**config.mk**
```make
export PLATFORM = sky130hd
export DESIGN_NAME = psrm_ctrl
export DESIGN_NICKNAME = d
export VERILOG_FILES = /design/src/sv/psrm_pkg.sv /design/src/sv/psrm_ctrl.sv
export SDC_FILE = /design/constraint.sdc
export NUM_CORES = 1
export LEC_CHECK = 0
export BUFFER_PORTS_ARGS = -buffer_cell sky130_fd_sc_hd__buf_4
export CAP_MARGIN = 5
export CORE_ASPECT_RATIO = 0.9
export CORE_MARGIN = 2
export CORE_UTILIZATION = 30
export DETAILED_ROUTE_END_ITERATION = 8
export PLACE_DENSITY_LB_ADDON = 0.3
export RECOVER_POWER = 50
export SLEW_MARGIN = 25
export SYNTH_ARGS = -nofsm -noshare
export SYNTH_HDL_FRONTEND = slang
export SYNTH_SLANG_ARGS = --single-unit
```
**constraint.sdc**
```tcl
create_clock -name clk -period 2.7 [get_ports clk]
set_input_delay 0.54 -clock clk [delete_from_list [all_inputs] [get_ports clk]]
set_output_delay 0.54 -clock clk [all_outputs]
set_load 0.03 [all_outputs]
```
**src/sv/psrm_pkg.sv**
```systemverilog
// ----------------------------------------------------------------------------
// psrm_pkg
// Constants, codes and controller/datapath interface types.
// ----------------------------------------------------------------------------
package psrm_pkg;

  localparam int MAX_PROBES  = 1024;
  localparam int MAX_SYMBOLS = 256;
  localparam int MAX_ENTRIES = 2048;
  localparam int PAIR_SLOTS  = MAX_SYMBOLS * (MAX_SYMBOLS - 1) / 2;
  localparam logic [31:0] SCORE_INIT = 32'hC2C8_0000;

  localparam logic [1:0] REQ_LOAD  = 2'd0;
  localparam logic [1:0] REQ_SCORE = 2'd1;
  localparam logic [1:0] REQ_READ  = 2'd2;

  localparam logic [1:0] ST_OK   = 2'd0;
  localparam logic [1:0] ST_FULL = 2'd1;
  localparam logic [1:0] ST_ID   = 2'd2;
  localparam logic [1:0] ST_BAD  = 2'd3;

  typedef struct packed {
    logic cap;
    logic stat_cap;
    logic ld_wr;
    logic clr;
    logic fe_rd_a;
    logic fe_rd_b;
    logic fe_cap_a;
    logic fe_cap_b;
    logic ent_rd_i;
    logic ent_rd_j;
    logic cap_i;
    logic cap_j;
    logic inc_i;
    logic inc_j;
    logic mul;
    logic pb_rd_k;
    logic pb_upd;
    logic pb_rd_idx;
    logic rd_cap;
    logic out_load;
  } cmd_t;

  typedef struct packed {
    logic       clr_done;
    logic [1:0] req;
    logic       ld_ok;
    logic       pair_ok;
    logic       idx_ok;
    logic       fe_ok;
    logic       i_live;
    logic       j_live;
    logic       match_a;
    logic       match_b;
    logic       fold_ok;
    logic       out_free;
  } stat_t;

  // IEEE single a > b, ordered
  function automatic logic float_gt(logic [31:0] a, logic [31:0] b);
    logic a_nan;
    logic b_nan;
    logic gt;
    a_nan = (a[30:23] == 8'hFF) && (a[22:0] != 23'd0);
    b_nan = (b[30:23] == 8'hFF) && (b[22:0] != 23'd0);
    if (a_nan || b_nan || ((a[30:0] == 31'd0) && (b[30:0] == 31'd0))) begin
      gt = 1'b0;
    end else if (a[31] != b[31]) begin
      gt = !a[31];
    end else if (!a[31]) begin
      gt = a[30:0] > b[30:0];
    end else begin
      gt = a[30:0] < b[30:0];
    end
    return gt;
  endfunction

endpackage

```
**src/sv/psrm_ctrl.sv**
```systemverilog
// ----------------------------------------------------------------------------
// psrm_ctrl
// Sequencer: clearing pass, request dispatch and the map-entry walk.
// ----------------------------------------------------------------------------
module psrm_ctrl (
  input  logic            clk,
  input  logic            rst,
  input  logic            in_valid,
  output logic            in_ready,
  input  psrm_pkg::stat_t stat,
  output psrm_pkg::cmd_t  cmd
);
  import psrm_pkg::*;

  typedef enum logic [3:0] {
    S_CLR, S_IDLE, S_DISP, S_FEA, S_FEB, S_FEW, S_RI, S_RIW,
    S_RJ, S_RJW, S_MUL, S_PBR, S_PBW, S_RDP, S_RDW, S_FIN
  } state_t;

  state_t state;
  state_t state_next;

  assign in_ready = (state == S_IDLE);

  always_comb begin
    cmd = '0;
    state_next = state;
    case (state)
      S_CLR: begin
        cmd.clr = 1'b1;
        if (stat.clr_done) state_next = S_IDLE;
      end
      S_IDLE: begin
        if (in_valid) begin
          cmd.cap = 1'b1;
          state_next = S_DISP;
        end
      end
      S_DISP: begin
        cmd.stat_cap = 1'b1;
        state_next = S_FIN;
        case (stat.req)
          REQ_LOAD: cmd.ld_wr = stat.ld_ok;
          REQ_SCORE: if (stat.pair_ok) state_next = S_FEA;
          REQ_READ: if (stat.idx_ok) state_next = S_RDP;
          default: state_next = S_FIN;
        endcase
      end
      S_FEA: begin
        cmd.fe_rd_a = 1'b1;
        state_next = S_FEB;
      end
      S_FEB: begin
        cmd.fe_rd_b = 1'b1;
        cmd.fe_cap_a = 1'b1;
        state_next = S_FEW;
      end
      S_FEW: begin
        cmd.fe_cap_b = 1'b1;
        state_next = stat.fe_ok ? S_RI : S_FIN;
      end
      S_RI: begin
        if (stat.i_live) begin
          cmd.ent_rd_i = 1'b1;
          state_next = S_RIW;
        end else begin
          state_next = S_FIN;
        end
      end
      S_RIW: begin
        if (stat.match_a) begin
          cmd.cap_i = 1'b1;
          state_next = S_RJ;
        end else begin
          state_next = S_FIN;
        end
      end
      S_RJ: begin
        if (stat.j_live) begin
          cmd.ent_rd_j = 1'b1;
          state_next = S_RJW;
        end else begin
          cmd.inc_i = 1'b1;
          state_next = S_RI;
        end
      end
      S_RJW: begin
        if (stat.match_b) begin
          cmd.cap_j = 1'b1;
          state_next = S_MUL;
        end else begin
          cmd.inc_i = 1'b1;
          state_next = S_RI;
        end
      end
      S_MUL: begin
        if (stat.fold_ok) begin
          cmd.mul = 1'b1;
          state_next = S_PBR;
        end else begin
          cmd.inc_j = 1'b1;
          state_next = S_RJ;
        end
      end
      S_PBR: begin
        cmd.pb_rd_k = 1'b1;
        state_next = S_PBW;
      end
      S_PBW: begin
        cmd.pb_upd = 1'b1;
        cmd.inc_j = 1'b1;
        state_next = S_RJ;
      end
      S_RDP: begin
        cmd.pb_rd_idx = 1'b1;
        state_next = S_RDW;
      end
      S_RDW: begin
        cmd.rd_cap = 1'b1;
        state_next = S_FIN;
      end
      S_FIN: begin
        if (stat.out_free) begin
          cmd.out_load = 1'b1;
          state_next = S_IDLE;
        end
      end
      default: state_next = S_IDLE;
    endcase
  end

  always_ff @(posedge clk) begin
    if (rst) begin
      state <= S_CLR;
    end else begin
      state <= state_next;
    end
  end

endmodule

```
; ---- Word level (Yosys, flattened, before mapping)
; Index checks and enable logic that the tools add are counted.
[word_totals]
ff_bits = 4
out_inout_bits = 21
word_cells = 66
[classes]
eq_ne = 20
muxes = 42
reduce_logical = 3
[ops]
columns = op, n
row1 = one-hot mux 4 bit (16 select lines), 1
row2 = "equality test 4 bit, second input constant", 8
row3 = two-way mux 4 bit, 8
row4 = two-way mux 1 bit, 25
row5 = "equality test 4 x 3 -> 1 bit, second input constant", 4
row6 = "equality test 4 x 2 -> 1 bit, second input constant", 2
row7 = two-way mux 2 bit, 4
row8 = one-hot mux 4 bit (2 select lines), 1
row9 = "inequality test 2 bit, second input constant", 3
row10 = "equality test 4 x 1 -> 1 bit, second input constant", 1
row11 = logical NOT 4 bit, 1
row12 = one-hot mux 1 bit (2 select lines), 2
row13 = two-way mux 3 bit, 1
row14 = AND reduction 3 bit, 1
row15 = "equality test 2 x 1 -> 1 bit, second input constant", 1
row16 = "equality test 2 bit, second input constant", 1
row17 = logical NOT 2 bit, 1

; ---- Longest topological paths before layout
; Gate-level depths: netlist of the first run.
[logic_depth]
ltp_word = 3
mapped_depth = 6
depth_no_buf = 6

; ---- Worst setup path after synthesis of the first run
; OpenSTA, ideal clock, no wires.
[synth_path]
path_type = reg-to-output
startpoint = register state[0]
endpoint = output port cmd[17] in the netlist's numbering
arrival_time_ns = 2.121
required_time_ns = 2.160
path_slack_ns = 0.039
stages_incl_launch_ff = 4
n_path_buf = 1
cell_sequence = dfxtp_1 > buf_2 > nor4b_1 > and3_1
[synth_lines]
columns = element, line_no
row1 = from (decl), psrm_ctrl.sv:20  ; state_t state;
row2 = from (signal assigned), psrm_ctrl.sv:136  ; state <= state_next;
row3 = to (decl), psrm_ctrl.sv:11  ; output psrm_pkg::cmd_t cmd

==> results of run 1 <==
## power by group through the flow
stage	Sequential [mW]	Clock (mW)	Combinational (mW)
2_1_floorplan	0.0705	0	0.138
3_5_place_dp	0.0993	0	0.163
5_1_grt	0.103	0.0812	0.168
6_report	0.0990	0.0727	0.153
4_1_cts	0.0986	0.0760	0.164
3_3_place_gp	0.0995	0	0.163
## metal layers
layer,track usage,share of wire,vias to the layer above
met3,0.04063,0.070,0
li1,-,-,408
met1,0.2112,0.46,360
met5,0,0,-
met2,0.2625,0.47,35
met4,0.01538,0,0
## cell usage in the layout (no fill, tap or decap), types with 4 or more instances in the layout
cell type,instances
nand2b_1,4
nor3_1,8
buf_4,29
clkbuf_1,8
dfxtp_1,4
nor2b_1,4
nand2_1,7
a21oi_1,4
inv_1,8
nor2_1,12
## kinds of logic after synthesis
family,Yosys count
simple gates,52
fa+ha+maj,3
flops,4
buf+inv,17
compound gates,21
## per-stage QoR
step	instance area, um2	setup WS [ps]	hold WS, ps	power, mW	utilization
after floorplan	639.4	39.31	609.4	0.2083	-
after global placement	897.1	610.4	746.2	0.2626	0.4552
after detailed placement	897.1	570.2	746.5	0.2626	0.4552
after CTS	919.6	300.9	497.7	0.3391	0.4667
after global routing	883.3	138.1	501.2	0.3520	0.4483
final	883.3	338.4	503.2	0.3250	0.4483
## cell type report
class,instances,area [um2],share of cell area
Multi-Input combinational cell,76,471.7,0.5340
Inverter,8,30.03,0.03399
Timing Repair Buffer,37,247.7,0.2805
Sequential cell,4,80.08,0.09065
Tap cell,25,31.28,0.03541
Clock buffer,3,22.52,0.02550
## worst max path at each step
| stage | from | end | slack [ps] | cells after the start |
|---|---|---|---|---|
| after global routing | state[1] | cmd[6] | 140 | 5 |
| after CTS | state[1] | cmd[17] | 300 | 3 |
| after floorplan | state[0] | cmd[17] | 40 | 3 |
| final | state[1] | cmd[6] | 340 | 5 |
| after global placement | state[1] | cmd[17] | 610 | 3 |
| after detailed placement | state[1] | cmd[6] | 570 | 5 |
==> flow_summary.ini, run 1 <==
[clock_tree]
cts.repair.resized = 0
post_cts_buffers = 0
tritoncts = yes
cts_buffers = 3
cts_buffer_depth = 2
clk_latency_ps = 230
clk_pin_slew_ps = 40
cts_hold_buf = 0
clockRootBuffer = clkbuf_4
cts_htree_levels = 1
cts_sinks = 4

[timing]
report.final.setup_viol = 0
tightest_slew_ps = 643.6
fmax_mhz = 423.4
fin_crit_ps = 2362
setup_tns_ps = 0
skew_ps = 1.043
finalHoldViolCount = 0
finalCritPeriodShare = 0.8747
slew_headroom = 0.5703
drv_slew = 0
grt_setup_unrepaired = no

[power_and_ir_drop]
p_seq_frac = 0.305
switching_share = 0.4465
pwr-share-clk = 0.224
p_per_area_nw_per_um2 = 367.9
p_int_mw = 0.1799
vdd_ir_drop_max_uv = 182.1
p_leak_nw = 0.4105
switchingPower_mw = 0.1451
pwr-share-comb = 0.472

[global_routing]
grt_pass1_wl_um = 2960
grt_max_degree = 22
grt.overflow.total = 0
grt_pass1_vias = 688
grt_usage = 0.1562
antenna_found_initial = 0

[yosys]
synth_common_cells = nor2_1, inv_1, nor3_1
synth_top_family_by_area = simple AND/OR/NAND/NOR gates
post_synth_main_area_contributors = dfxtp_1, nor2_1, nor3_1
yosysWarnings = 0
yosys.cell_types.count = 38
ys_seq_area_frac = 0.1252
syn_inst = 97
synth_xor_area_frac = 0
synth_compound_area_frac = 0.2544
synth_mux_area_frac = 0
synth-simple-area-share = 0.4344
ys_ff_latch = 4
synth_top_area_cell = dfxtp_1
synth.most_common_cell = nor2_1
yosysTopAreaCellShare = 0.1252
synth_fp_nets = 116
synth_edf_count = 0
synthFlopType = dfxtp_1
synthAdderAreaFrac = 0.05871
synth_async_sr_flop_share = 0
syn_area_um2 = 639.4
synth_area_per_cell_um2 = 6.591

[drt]
vias = 803
vias_per_cell = 5.248
route.detailed.drc = 0
drtAntennaViolNets = 0
drtIter0Drc = 17
wl_per_cell_um = 11.88
wl_um = 1818
drt_first_pass_iters = 4

[layout]
largestRegisters = state x4
area_growth_syn_to_layout_pct = 38.16
largest_register = state
drive_gt1_frac = 0.2578
final_cells = 153
n_antenna_cell = 0
finalNetCount = 149
nFillCells = 221
largest_register_ffs = 4

[place]
io_buffers = 36
gp_congestion = 0.8113
place_inst = 150
hpwl_um = 1378

[floorplan]
fp.dieArea_um2 = 2517
die_w_um = 52.66
start_util = 0.3244
io_pins = 37
row_count = 15
die_y_um = 47.80
core_um2 = 1971

[setup_path]
crit_family = flip-flops
criticalPathCategory = reg2out
crit_buf_inv = 2
crit_chain = inv_1, nor3_1, a21oi_1, nor3b_1, buf_4
reg2reg_depth = 4
r2r_end = state[1]
cp_max_fo = 21
rr_startpoint = state[3]
cp.arrival_ps = 1820
cp_slowest_stage_delay_ps = 690
crit_path_end_kind = output port
cp.required_ps = 2160
r2r_slack_ps = 890
slowest_stage = dfxtp_1
startpoint_type = flop

[outcome]
status = finished, final reports clean

[worst_hold_path]
holdPathStages = 2
hp-start = rst
holdPathEnd = state[3]
hp-class = in2reg

[flow_run]
cap_viol_max_count = 0
(Power assumes the default switching activity.)
==> run 2, diff against run 1 <==
- CORE_ASPECT_RATIO: 0.9 -> unset
- CORE_UTILIZATION: 30 -> 46
==> run 2 against run 1 <==
Sequential cell count did not move. Sequential power is 6.3% lower. Clock power rose by 3%. Critical path depth stayed put. Count of clock-buffer cells in the layout did not move. Fmax about the same. Cell area decreased by 1.4%.
==> flow_summary.ini, run 2 (synthesis results as in run 1) <==
[global_routing]
grt_max_degree = 27
grt_pass1_vias = 627
grt_usage = 0.2397
grt_pass1_wl_um = 2697
antenna_found_initial = 0
grt.overflow.total = 0

[floorplan]
die_w_um = 41.28
fp.dieArea_um2 = 1704
core_um2 = 1301
row_count = 13
start_util = 0.4913
die_y_um = 41.28
io_pins = 37

[clock_tree]
cts.repair.resized = 0
cts_sinks = 4
tritoncts = yes
clockRootBuffer = clkbuf_4
cts_hold_buf = 0
cts_buffer_depth = 2
cts_buffers = 3
clk_pin_slew_ps = 40
clk_latency_ps = 240
cts_htree_levels = 1
post_cts_buffers = 0

[drt]
drtAntennaViolNets = 0
drt_first_pass_iters = 4
vias = 804
wl_um = 1829
vias_per_cell = 5.622
drtIter0Drc = 9
route.detailed.drc = 0
wl_per_cell_um = 12.79

[timing]
finalHoldViolCount = 0
fin_crit_ps = 2363
skew_ps = 8.347
tightest_slew_ps = 743.8
report.final.setup_viol = 0
fmax_mhz = 423.2
slew_headroom = 0.5034
setup_tns_ps = 0
finalCritPeriodShare = 0.8751
grt_setup_unrepaired = no
drv_slew = 0

[outcome]
status = finished, final reports clean

[layout]
post-route-cell-area_um2 = 870.8
largestRegisters = state x4
drive_gt1_frac = 0.2578
largest_register = state
final_cell_mix = buf_4, nor2_1, nor3_1, inv_1, clkbuf_1
final_common_cell = buf_4
area_growth_syn_to_layout_pct = 36.20
n_antenna_cell = 0
finalNetCount = 149
largest_register_ffs = 4

[place]
placed_area_um2 = 884.6
io_buffers = 36
hpwl_um = 1418
gp_congestion = 0.7991

[power_and_ir_drop]
p_leak_nw = 0.4104
vdd_ir_drop_max_uv = 289.5
fin_total_pwr_mw = 0.3285
p_per_area_nw_per_um2 = 377.2

[setup_path]
cp.arrival_ps = 1820
crit_buf_inv = 2
crit_path_end_kind = output port
cp_max_fo = 21
criticalPathCategory = reg2out
crit_family = flip-flops
crit_chain = inv_1, nor3_1, a21oi_1, nor3b_1, buf_4
cp_slowest_stage_delay_ps = 700
cp.required_ps = 2160
slowest_stage = dfxtp_1
startpoint_type = flop

[worst_hold_path]
hp-class = in2reg

[flow_run]
cap_viol_max_count = 0
run 2: cell counts in the layout (fill, tap and decap cells not counted):
No cell type changed its count.
run 2: path summary, 6_finish.rpt:
kind	endpoint	cells past startpoint	slack, ps	from
setup reg to reg	state[1]	4	780	state[3]
hold / removal	state[3]	2	500	rst
setup / recovery	cmd[6]	5	340	state[1]
hold reg to reg	state[0]	2	890	state[1]
run 2: final cells by class:
class                      count  area [um2]
fill                         131       430.4
clock buffer                   3       22.52
multi-input combinational     76       471.7
inverter                       8       30.03
sequential                     4       80.08
timing repair buffer          37       247.7
tap                           15       18.77
run 2: stage by stage:
step           utilization  instances  hold slack [ps]  setup slack, ps
6_report            0.6692        143            500.9            337.1
3_3_place_gp        0.6798        140            738.9            657.3
2_1_floorplan            -         97            609.4            39.31
5_1_grt             0.6692        143            496.0            118.4
4_1_cts             0.6971        143            496.1            353.7
3_5_place_dp        0.6798        140            747.6            616.0
run 2: power breakdown:
group          switching (mW)  internal (mW)  leakage [nW]
clock network          0.0249         0.0497        0.0138
registers              0.0265         0.0662        0.0326
logic                  0.0961         0.0650         0.364
run 2: routing by layer:
metal	track usage	share of wire	up-vias
met4	0	0	0
met1	0.2875	0.44	358
met2	0.4336	0.49	31
li1	-	-	415
met5	0	0	-
met3	0.08152	0.068	0
==> run 3, diff against run 2 <==
- CORE_ASPECT_RATIO: unset -> 0.9
- CORE_UTILIZATION: 46 -> 40
==> run 3 against run 2 <==
Clock skew fell by 6.9 ps. Critical path type unchanged. Setup slack got worse by 43 ps. First-iteration DRC count rose to 2.7 times the previous value. Highest routed layer unchanged. Routed wire length fell by 0.66%.
==> flow_summary.ini, run 3 (synthesis results as in run 1) <==
[floorplan]
io_pins = 37
core_um2 = 1464
die_w_um = 46.14
die_y_um = 41.93
row_count = 13
fp.dieArea_um2 = 1935
start_util = 0.4368

[setup_path]
crit_chain = inv_1, nor3_1, a21oi_1, nor3b_1, buf_4
startpoint_type = flop
cp_max_fo = 21
criticalPathCategory = reg2out
cp.required_ps = 2160
cp_slowest_stage_delay_ps = 710
slowest_stage = dfxtp_1
cp.arrival_ps = 1870
crit_path_end_kind = output port

[place]
io_buffers = 36
pre_cts_slack_ps = 570.1
gp_congestion = 0.8200
hpwl_um = 1362

[timing]
finalHoldViolCount = 0
finalCritPeriodShare = 0.8911
fin_crit_ps = 2406
slew_headroom = 0.5803
setup_tns_ps = 0
report.final.setup_viol = 0
fmax_mhz = 415.6
skew_ps = 1.414
grt_setup_unrepaired = no
tightest_slew_ps = 628.7
finalWorstSetupSlack_ps = 294.0
drv_slew = 0

[clock_tree]
cts_hold_buf = 0
clk_pin_slew_ps = 40
clockRootBuffer = clkbuf_4
cts.repair.resized = 0
cts_htree_levels = 1
tritoncts = yes
clk_latency_ps = 240
cts_buffers = 3
cts_buffer_depth = 2
post_cts_buffers = 0
cts_sinks = 4

[outcome]
status = finished, final reports clean

[power_and_ir_drop]
p_per_area_nw_per_um2 = 380.7
vdd_ir_drop_max_uv = 206.9
p_leak_nw = 0.4075

[drt]
drt_first_pass_iters = 4
vias = 805
drtAntennaViolNets = 0
wl_per_cell_um = 12.71
wl_um = 1817
route.detailed.drc = 0
drtIter0Drc = 24
vias_per_cell = 5.629

[layout]
n_antenna_cell = 0
final_cell_mix = buf_4, nor2_1, clkbuf_1
final_common_cell = buf_4
drive_gt1_frac = 0.2578
area_growth_syn_to_layout_pct = 36.60
nFillCells = 147
largest_register_ffs = 4
finalNetCount = 149
largest_register = state
largestRegisters = state x4
final_core_util = 0.5966

[global_routing]
grt.overflow.total = 0
grt_pass1_wl_um = 3063
grt_pass1_vias = 716
antenna_found_initial = 0
grt_max_degree = 22
grt_usage = 0.2042

[flow_run]
cap_viol_max_count = 0

[worst_hold_path]
hp-class = in2reg
run 3: cell count changes in the layout (fill, tap and decap cells not counted):
| cell | previous run | this run |
|---|---|---|
| a311oi_1 | 2 | 1 |
| clkbuf_1 | 8 | 9 |
| buf_4 | 29 | 28 |
| a311oi_2 | 0 | 1 |
run 3: final timing paths:
check / startpoint / to / slack [ps] / depth (start not counted)
worst max-delay path: state[1] / cmd[6] / 290 / 5
worst min-delay path: rst / state[3] / 500 / 2
worst max register to register: state[3] / state[1] / 670 / 5
worst min register to register: state[0] / state[0] / 870 / 2
run 3: per-layer routing:
layer / part of all wire / up-vias / GRT usage
li1: - / 412 / -
met1: 0.45 / 360 / 0.2857
met2: 0.48 / 33 / 0.3083
met3: 0.074 / 0 / 0.06087
met4: 0 / 0 / 0.03429
met5: 0 / - / 0
run 3: final cells by class:
class,instances,area [um2],area share
flip-flops and latches,4,80.08,0.09169
clock buffers,3,22.52,0.02579
inverters,8,30.03,0.03438
well taps,15,18.77,0.02149
multi-input cells,76,478.0,0.5473
repair buffers,37,244.0,0.2794
run 3: critical path, delay by kind of cell (launching register included):
family                 cells  cell delay (ps)
AND/OR/NAND/NOR            2              430
flip-flops                 1              710
AO/OA/AOI/OAI              1               60
buffers and inverters      2              420
run 3: through the flow:
step	total power, mW	area (um2)	hold slack (ps)	std cells
2_1_floorplan	0.2083	639.4	609.4	97
3_3_place_gp	0.2608	884.6	744.1	140
5_1_grt	0.3652	873.3	486.2	143
3_5_place_dp	0.2627	884.6	746.5	140
6_report	0.3325	873.3	501.2	143
4_1_cts	0.3390	907.1	497.0	143
run 3: power breakdown:
part	total (mW)	switching [mW]	internal, mW	leakage, nW
logic	0.158	0.0910	0.0673	0.361
registers	0.0991	0.0329	0.0662	0.0326
clock network	0.0751	0.0253	0.0498	0.0138
